$ cat src/design/ipd_pkg.sv
// ----------------------------------------------------------------------------
// ipd_pkg
// Shared types and constants of the sensor packet deframer.
// ----------------------------------------------------------------------------
package ipd_pkg;

  // Byte that opens every packet.
  localparam logic [7:0] HEADER_BYTE = 8'hFF;

  // Bytes after the header that carry the nine 16-bit words.
  localparam int PAYLOAD_BYTES = 18;
  localparam int NUM_WORDS     = PAYLOAD_BYTES / 2;

  // Reset value of the declination offset: the mean of the two local
  // declinations, in units of 180/32768 degree.
  localparam logic [15:0] DECL_RESET = 16'd2541;

  // One beat of the byte channel and one field of the result.
  typedef logic [7:0]         byte_t;
  typedef logic signed [15:0] word_t;

  // Event from the framer to the result stage: a packet has just closed.
  typedef struct packed {
    logic                             done;
    logic                             ok;
    logic [PAYLOAD_BYTES-1:0][7:0]    bytes;
  } ipd_pkt_t;

endpackage

$ cat src/design/ipd_if.sv
// ----------------------------------------------------------------------------
// ipd_byte_if / ipd_result_if
// Valid/ready channels of the deframer: serial bytes in, decoded packets out.
// ----------------------------------------------------------------------------
interface ipd_byte_if;
  logic       valid;
  logic       ready;
  logic [7:0] rx_byte;

  modport source (output valid, output rx_byte, input ready);
  modport sink   (input valid, input rx_byte, output ready);
endinterface

interface ipd_result_if;
  logic               valid;
  logic               ready;
  logic signed [15:0] roll_raw;
  logic signed [15:0] pitch_raw;
  logic signed [15:0] heading_raw;
  logic        [15:0] heading_corrected;
  logic signed [15:0] roll_rate_raw;
  logic signed [15:0] pitch_rate_raw;
  logic signed [15:0] yaw_rate_raw;
  logic signed [15:0] accel_x_raw;
  logic signed [15:0] accel_y_raw;
  logic signed [15:0] accel_z_raw;
  logic               checksum_ok;

  modport source (
    output valid, input ready,
    output roll_raw, output pitch_raw, output heading_raw, output heading_corrected,
    output roll_rate_raw, output pitch_rate_raw, output yaw_rate_raw,
    output accel_x_raw, output accel_y_raw, output accel_z_raw, output checksum_ok
  );
  modport sink (
    input valid, output ready,
    input roll_raw, input pitch_raw, input heading_raw, input heading_corrected,
    input roll_rate_raw, input pitch_rate_raw, input yaw_rate_raw,
    input accel_x_raw, input accel_y_raw, input accel_z_raw, input checksum_ok
  );
endinterface

$ cat src/design/ipd_framer.sv
// ----------------------------------------------------------------------------
// ipd_framer
// Header hunt, byte counter, running mod-256 sum and payload shift store.
// ----------------------------------------------------------------------------
module ipd_framer
  import ipd_pkg::*;
#(
  parameter int PACKET_BYTES = 30
) (
  input  logic             clk,
  input  logic             rst_n,
  ipd_byte_if.sink         in_ch,
  input  logic             res_room,
  output ipd_pkt_t         pkt
);

  localparam int POS_W = $clog2(PACKET_BYTES);
  localparam logic [POS_W-1:0] POS_IDLE    = '0;
  localparam logic [POS_W-1:0] POS_FIRST   = POS_W'(1);
  localparam logic [POS_W-1:0] POS_LAST    = POS_W'(PACKET_BYTES - 1);
  localparam logic [POS_W-1:0] POS_PAYLOAD = POS_W'(PAYLOAD_BYTES);

  logic [POS_W-1:0]                 pos_r,   pos_nxt;
  logic [7:0]                       sum_r,   sum_nxt;
  logic [PAYLOAD_BYTES-1:0][7:0]    store_r, store_nxt;
  logic                             at_last;
  logic                             accept;

  // Only the checksum beat needs room in the result register.
  assign at_last      = (pos_r == POS_LAST);
  assign in_ch.ready  = !at_last || res_room;
  assign accept       = in_ch.valid && in_ch.ready;

  // Next state of the counter, the sum and the store.
  always_comb begin
    pos_nxt   = pos_r;
    sum_nxt   = sum_r;
    store_nxt = store_r;
    if (accept) begin
      if (pos_r == POS_IDLE) begin
        if (in_ch.rx_byte == HEADER_BYTE) begin
          pos_nxt = POS_FIRST;
          sum_nxt = '0;
        end
      end else if (!at_last) begin
        // Newest byte enters at the top; after the payload bytes the oldest
        // sits at index 0.
        if (pos_r <= POS_PAYLOAD) begin
          store_nxt = {in_ch.rx_byte, store_r[PAYLOAD_BYTES-1:1]};
        end
        sum_nxt = sum_r + in_ch.rx_byte;
        pos_nxt = pos_r + POS_FIRST;
      end else begin
        pos_nxt = POS_IDLE;
      end
    end
  end

  // Packet-closed event towards the result stage.
  assign pkt.done  = accept && at_last;
  assign pkt.ok    = (sum_r == in_ch.rx_byte);
  assign pkt.bytes = store_r;

  // Control state is reset; the payload store is not.
  always_ff @(posedge clk) begin
    if (!rst_n) begin
      pos_r <= POS_IDLE;
      sum_r <= '0;
    end else begin
      pos_r <= pos_nxt;
      sum_r <= sum_nxt;
    end
  end

  always_ff @(posedge clk) begin
    store_r <= store_nxt;
  end

endmodule

$ cat src/design/ipd_result.sv
// ----------------------------------------------------------------------------
// ipd_result
// Declination register and the output register that holds one decoded packet.
// ----------------------------------------------------------------------------
module ipd_result
  import ipd_pkg::*;
(
  input  logic             clk,
  input  logic             rst_n,
  input  logic             cfg_wr_en,
  input  logic [15:0]      cfg_wr_data,
  input  ipd_pkt_t         pkt,
  output logic             res_room,
  ipd_result_if.source     out_ch
);

  logic                           valid_r;
  logic [15:0]                    decl_r;
  logic [NUM_WORDS-1:0][15:0]     word_r, word_nxt;
  logic [15:0]                    hdg_cor_r, hdg_cor_nxt;
  logic                           ok_r;

  // The register is free when empty or being emptied in this cycle.
  assign res_room = !valid_r || out_ch.ready;

  // Big-endian words; a failed packet reports all fields as zero.
  always_comb begin
    for (int k = 0; k < NUM_WORDS; k++) begin
      word_nxt[k] = pkt.ok ? {pkt.bytes[2*k], pkt.bytes[2*k+1]} : 16'd0;
    end
    hdg_cor_nxt = pkt.ok ? (word_nxt[2] + decl_r) : 16'd0;
  end

  // Valid flag and declination register.
  always_ff @(posedge clk) begin
    if (!rst_n) begin
      valid_r <= 1'b0;
      decl_r  <= DECL_RESET;
    end else begin
      if (pkt.done) begin
        valid_r <= 1'b1;
      end else if (out_ch.ready) begin
        valid_r <= 1'b0;
      end
      if (cfg_wr_en) begin
        decl_r <= cfg_wr_data;
      end
    end
  end

  // Payload of the result register.
  always_ff @(posedge clk) begin
    if (pkt.done) begin
      word_r    <= word_nxt;
      hdg_cor_r <= hdg_cor_nxt;
      ok_r      <= pkt.ok;
    end
  end

  assign out_ch.valid             = valid_r;
  assign out_ch.roll_raw          = signed'(word_r[0]);
  assign out_ch.pitch_raw         = signed'(word_r[1]);
  assign out_ch.heading_raw       = signed'(word_r[2]);
  assign out_ch.heading_corrected = hdg_cor_r;
  assign out_ch.roll_rate_raw     = signed'(word_r[3]);
  assign out_ch.pitch_rate_raw    = signed'(word_r[4]);
  assign out_ch.yaw_rate_raw      = signed'(word_r[5]);
  assign out_ch.accel_x_raw       = signed'(word_r[6]);
  assign out_ch.accel_y_raw       = signed'(word_r[7]);
  assign out_ch.accel_z_raw       = signed'(word_r[8]);
  assign out_ch.checksum_ok       = ok_r;

endmodule

$ cat src/design/imu_packet_deframer_top.sv
// ----------------------------------------------------------------------------
// imu_packet_deframer_top
// Deframes 0xFF-headed sensor packets and checks their mod-256 checksum.
// ----------------------------------------------------------------------------
// Usage:
//   in_ch carries one received serial byte per beat. While idle, bytes other
//   than 0xFF are dropped. A 0xFF header starts a packet of PACKET_BYTES
//   bytes; the last byte is the checksum of those between header and end.
//   out_ch carries one beat per packet: nine signed words, the heading with
//   the declination offset added, and checksum_ok. A failed packet gives
//   checksum_ok low and every other field zero.
//   cfg_wr_en/cfg_wr_data write the declination offset (reset 2541).
// Throughput and latency:
//   One byte per cycle unless a waiting result holds off the checksum byte.
//   The result appears in the cycle after the checksum byte is taken.
// Reset (synchronous, rst_n low) returns the block to header hunting and
//   empties the output register.
// Stall: while a result waits, bytes are still taken; only the next checksum
//   byte is held off until the waiting result has been taken.
// ----------------------------------------------------------------------------
module imu_packet_deframer_top
  import ipd_pkg::*;
#(
  parameter int PACKET_BYTES = 30
) (
  input  logic             clk,
  input  logic             rst_n,
  ipd_byte_if.sink         in_ch,
  ipd_result_if.source     out_ch,
  input  logic             cfg_wr_en,
  input  logic [15:0]      cfg_wr_data
);

  ipd_pkt_t pkt;
  logic     res_room;

  // Byte counting, sum and payload store.
  ipd_framer #(
    .PACKET_BYTES (PACKET_BYTES)
  ) u_framer (
    .clk      (clk),
    .rst_n    (rst_n),
    .in_ch    (in_ch),
    .res_room (res_room),
    .pkt      (pkt)
  );

  // Output register and declination offset.
  ipd_result u_result (
    .clk         (clk),
    .rst_n       (rst_n),
    .cfg_wr_en   (cfg_wr_en),
    .cfg_wr_data (cfg_wr_data),
    .pkt         (pkt),
    .res_room    (res_room),
    .out_ch      (out_ch)
  );

endmodule

$ cat src/flat_wrapper.sv
// flat-port wrapper written by rule: the top's interface ports become plain ports
module imu_packet_deframer_top_flat import ipd_pkg::*;
#(
  parameter int PACKET_BYTES = 30
)
  (clk, rst_n, cfg_wr_en, cfg_wr_data, in_ch_valid, in_ch_rx_byte, in_ch_ready, out_ch_valid, out_ch_ready, out_ch_roll_raw, out_ch_pitch_raw, out_ch_heading_raw, out_ch_heading_corrected, out_ch_roll_rate_raw, out_ch_pitch_rate_raw, out_ch_yaw_rate_raw, out_ch_accel_x_raw, out_ch_accel_y_raw, out_ch_accel_z_raw, out_ch_checksum_ok);
  ipd_byte_if in_ch_i ();
  ipd_result_if out_ch_i ();
  input  logic clk;
  input  logic rst_n;
  input  logic cfg_wr_en;
  input  logic [15:0] cfg_wr_data;
  input wire logic [$bits(in_ch_i.valid)-1:0] in_ch_valid;
  input wire logic [$bits(in_ch_i.rx_byte)-1:0] in_ch_rx_byte;
  output wire logic [$bits(in_ch_i.ready)-1:0] in_ch_ready;
  output wire logic [$bits(out_ch_i.valid)-1:0] out_ch_valid;
  input wire logic [$bits(out_ch_i.ready)-1:0] out_ch_ready;
  output wire logic [$bits(out_ch_i.roll_raw)-1:0] out_ch_roll_raw;
  output wire logic [$bits(out_ch_i.pitch_raw)-1:0] out_ch_pitch_raw;
  output wire logic [$bits(out_ch_i.heading_raw)-1:0] out_ch_heading_raw;
  output wire logic [$bits(out_ch_i.heading_corrected)-1:0] out_ch_heading_corrected;
  output wire logic [$bits(out_ch_i.roll_rate_raw)-1:0] out_ch_roll_rate_raw;
  output wire logic [$bits(out_ch_i.pitch_rate_raw)-1:0] out_ch_pitch_rate_raw;
  output wire logic [$bits(out_ch_i.yaw_rate_raw)-1:0] out_ch_yaw_rate_raw;
  output wire logic [$bits(out_ch_i.accel_x_raw)-1:0] out_ch_accel_x_raw;
  output wire logic [$bits(out_ch_i.accel_y_raw)-1:0] out_ch_accel_y_raw;
  output wire logic [$bits(out_ch_i.accel_z_raw)-1:0] out_ch_accel_z_raw;
  output wire logic [$bits(out_ch_i.checksum_ok)-1:0] out_ch_checksum_ok;
  assign in_ch_i.valid = in_ch_valid;
  assign in_ch_i.rx_byte = in_ch_rx_byte;
  assign in_ch_ready = in_ch_i.ready;
  assign out_ch_valid = out_ch_i.valid;
  assign out_ch_i.ready = out_ch_ready;
  assign out_ch_roll_raw = out_ch_i.roll_raw;
  assign out_ch_pitch_raw = out_ch_i.pitch_raw;
  assign out_ch_heading_raw = out_ch_i.heading_raw;
  assign out_ch_heading_corrected = out_ch_i.heading_corrected;
  assign out_ch_roll_rate_raw = out_ch_i.roll_rate_raw;
  assign out_ch_pitch_rate_raw = out_ch_i.pitch_rate_raw;
  assign out_ch_yaw_rate_raw = out_ch_i.yaw_rate_raw;
  assign out_ch_accel_x_raw = out_ch_i.accel_x_raw;
  assign out_ch_accel_y_raw = out_ch_i.accel_y_raw;
  assign out_ch_accel_z_raw = out_ch_i.accel_z_raw;
  assign out_ch_checksum_ok = out_ch_i.checksum_ok;
  imu_packet_deframer_top #(.PACKET_BYTES(PACKET_BYTES)) u_core (.clk(clk), .rst_n(rst_n), .in_ch(in_ch_i), .out_ch(out_ch_i), .cfg_wr_en(cfg_wr_en), .cfg_wr_data(cfg_wr_data));
endmodule
$ cat config.mk
export PLATFORM = sky130hd
export DESIGN_NAME = imu_packet_deframer_top_flat
export DESIGN_NICKNAME = d
export VERILOG_FILES = /design/src/design/ipd_pkg.sv /design/src/design/ipd_if.sv /design/src/design/ipd_framer.sv /design/src/design/ipd_result.sv /design/src/design/imu_packet_deframer_top.sv /design/src/flat_wrapper.sv
export SDC_FILE = /design/constraint.sdc
export NUM_CORES = 1
export LEC_CHECK = 0
export ABC_AREA = 1
export BUFFER_PORTS_ARGS = -buffer_cell sky130_fd_sc_hd__buf_4
export CAP_MARGIN = 10
export CELL_PAD_IN_SITES_DETAIL_PLACEMENT = 0
export CELL_PAD_IN_SITES_GLOBAL_PLACEMENT = 1
export CORE_MARGIN = 2
export CORE_UTILIZATION = 41
export DETAILED_ROUTE_END_ITERATION = 6
export HOLD_SLACK_MARGIN = 0.06
export PLACE_DENSITY = 0.76
export REMOVE_ABC_BUFFERS = 1
export SLEW_MARGIN = 20
export SYNTH_ARGS = -nofsm -noshare
export SYNTH_HDL_FRONTEND = slang
export SYNTH_SLANG_ARGS = --single-unit
$ cat constraint.sdc
create_clock -name clk -period 6.5 [get_ports clk]
set_input_delay 1.95 -clock clk [delete_from_list [all_inputs] [get_ports clk]]
set_output_delay 1.95 -clock clk [all_outputs]
set_load 0.005 [all_outputs]
==> results.md <==
- Sequential area share after synthesis: 0.754
- Layout cell share with drive strength beyond 1: 0.212
- Sw Share: 0.193
- Max Slew Vio Count: 0
- Root buffer cell: clkbuf_16
- Dpl cells: 1610
- # resized after CTS: 0
- Fin crit period: 4670 ps
- WHS Path Cells: 0
- Fmax: 214 MHz
- Yosys reg bits: 335
- Global-route wire length before repair: 39.3 mm
- Async SR Flop Fraction: 0
- Total negative slack: 0 ps
- Post-route ant nets: 0
- Port Buffers: 191
- Worst Path Required: 6760 ps
- Pwr Density: 279 mW/mm2
- Clk_lat worst skew: 510 ps
- N_diodes: 0
- GRT Residual Overflow: 0
- Syn Inst Count: 1032
- Post-detail-place hpwl: 16.5 mm
- Int Power: 3.62 mW
- Largest net degree at the start of global routing: 96
- Number of synthesized flops with an enable pin: 305
- TritonCTS clock tree: built
- Netlist cell types: 34
- YS warnings: 0
- Lkg Pwr: 7.05 nW
- Final #Nets: 1305
- Average size of a mapped cell: 12.5 um2
- Fin crit share: 0.719
- Area Overhead vs Synth: 24.2%
- Synth Flop Type: edfxtp_1
- Clock sink total: 335
- Final Util: 0.513
- Clock transition at the registers of the reported paths: 60 ps
- Number of hold violations in the final report: 0
- Synth area leader: edfxtp_1
- Post-CTS setup repair buffer count: 0
- Drt total wl: 25.2 mm
- Final Skew: 8.37 ps
- Drt wl/cell: 15.0 um
- Worst-Margin Slew: 941 ps
- Initial antenna violation count: 1
- Initial Util: 0.413
- Synthesized cell area: 0.0129 mm2
- Placeable Area: 0.0313 mm2
- CP endpoint kind: flip-flop
- RePlAce Congestion: 0.872
- Vias: 7524
- Hold Path Class: flip-flop to flip-flop
- Die Y: 182 um
- Comb pwr share: 0.017
- P_sw: 864 uW
- Sequential cell area: 0.00976 mm2
- Count leader, synth: edfxtp_1
- Clock share of power: 0.463
- FILL cells: 2723
- Vias/cell: 4.48
- Finish-stage setup viols: 0
- Detailed Routing Iterations Pass 1: 5
- Rel. slew slack: 0.373
- Final std cells w/o fill: 1678
- Vias in the first global route: 7373
- GR Util All Layers: 0.152
- Max Cap Viol: 0
- CTS HTree Levels: 2
- Site row count: 65
- Die ar.: 0.0330 mm2
- Post-CTS Hold Buffers: 0
- Die X: 182 um
- Crit Path Category: input pin to flip-flop
- Setup slack after layout: 1830 ps
- Reg2reg path depth: 16
- Initial DRC Count: 426
- Worst setup SP type: input pin
- Multi-input logic area: 0.00233 mm2
- Pre-CTS setup slack: 1270 ps
- Max VDD drop: 0.000176 V
- TritonCTS buffer count: 38
- RSZ-0062 raised after global routing: false
- Status: completed
- Synth cell count leaders: edfxtp_1, inv_1, nor2_1, nand2_1, a21oi_1
- Arr. time, crit path: 4940 ps
- Sequential Power Share: 0.520
- Io pins: 192
- Crit path max fanout: 57
- Clk buf depth: 3
- Largest cells by area after synthesis: edfxtp_1, inv_1, nor2_1
- Share of the synthesized area in the top cell type: 0.708
- DRC Markers: 0
final timing paths:
kind                                  from                                      endpoint  slack (ps)
setup / recovery          in_ch_rx_byte[6]  u_core.u_result.out_ch.heading_corrected[10]        1830
hold / removal     u_core.u_framer.pkt[25]                       u_core.u_framer.pkt[17]         440
setup reg to reg  u_core.u_framer.sum_r[2]  u_core.u_result.out_ch.heading_corrected[10]        3090
hold reg to reg    u_core.u_framer.pkt[25]                       u_core.u_framer.pkt[17]         440
state kept, by name, indices dropped and copies added (netlist names):
name                                      flops
u_core.u_framer.pkt                         144
u_core.u_framer.pos_r                         5
u_core.u_framer.sum_r                         8
u_core.u_result.decl_r                       16
u_core.u_result.out_ch.accel_x_raw           16
u_core.u_result.out_ch.accel_y_raw           16
u_core.u_result.out_ch.accel_z_raw           16
u_core.u_result.out_ch.checksum_ok            1
u_core.u_result.out_ch.heading_corrected     16
u_core.u_result.out_ch.heading_raw           16
u_core.u_result.out_ch.pitch_rate_raw        16
u_core.u_result.out_ch.pitch_raw             16
u_core.u_result.out_ch.roll_rate_raw         16
u_core.u_result.out_ch.roll_raw              16
u_core.u_result.out_ch.valid                  1
u_core.u_result.out_ch.yaw_rate_raw          16
critical path: stages:
cell and delay (ps):
buf_4 130, ha_1 360, nor2_1 120, nand2_1 70, nor2_2 270, nand2_4 430, inv_2 380, nand2_1 150
fa_1 440, inv_1 90, nand4_1 80, nand2_1 150, nand2_1 70, nand2_1 80, nand2_1 50, nand2_1 60
nor2_1 40
layer usage:
metal / vias up / GRT usage / share of wire
li1: 3790 / - / -
met2: 193 / 0.249 / 0.47
met4: 2 / 0.0420 / 0.019
met1: 3501 / 0.199 / 0.44
met3: 38 / 0.0439 / 0.069
met5: - / 0 / 0.00040
placed cells by master (no fill, tap or decap), types with 3 or more instances in the layout:
master / netlist / layout
nand4_1: 4 / 4
dfxtp_1: 30 / 30
xnor2_1: 3 / 3
o21ai_0: 12 / 12
xor2_1: 3 / 3
ha_1: 26 / 26
clkinv_1: 1 / 9
nand2_4: 3 / 4
clkbuf_1: 5 / 6
inv_1: 199 / 198
edfxtp_1: 305 / 305
nand3_1: 26 / 26
nor2_1: 194 / 194
nand2_1: 145 / 144
clkinv_2: 0 / 6
o21ai_1: 3 / 3
buf_4: 1 / 198
nor3_1: 3 / 3
clkbuf_16: 0 / 41
a21oi_1: 33 / 33
bufinv_16: 0 / 3
power by group through the flow:
stage	Combinational, mW	Sequential, mW	Clock (mW)
final	0.0748	2.33	2.08
after global routing	0.0853	2.33	2.23
after CTS	0.0754	2.33	2.14
after detailed placement	0.0751	2.38	0
after global placement	0.0746	2.38	0
after floorplan	0.0427	2.37	0
through the flow:
stage	total power [mW]	hold WS (ps)	instance area, um2
finish	4.48	439	16100
detailed placement	2.45	432	14800
global route	4.64	441	16100
CTS	4.54	438	16100
global placement	2.45	429	14800
floorplan	2.42	426	12800
kinds of logic after synthesis:
logic type | count (synthesis) | synth area share
AO/OA/AOI/OAI | 52 | 0.0215
XOR/XNOR | 7 | 0.00532
adder cells (fa/ha/maj) | 28 | 0.0282
buffers and inverters | 223 | 0.0665
flip-flops | 335 | 0.754
AND/OR/NAND/NOR | 387 | 0.124
final cells by class:
class / instances / share of cell area
sequential: 335 / 0.607
multi-input combinational: 474 / 0.145
timing repair buffer: 198 / 0.0925
clock buffer: 47 / 0.0652
inverter: 201 / 0.0472
tap: 402 / 0.0313
clock inverter: 21 / 0.0114
Note: power is estimated with default switching activity, not from simulation.
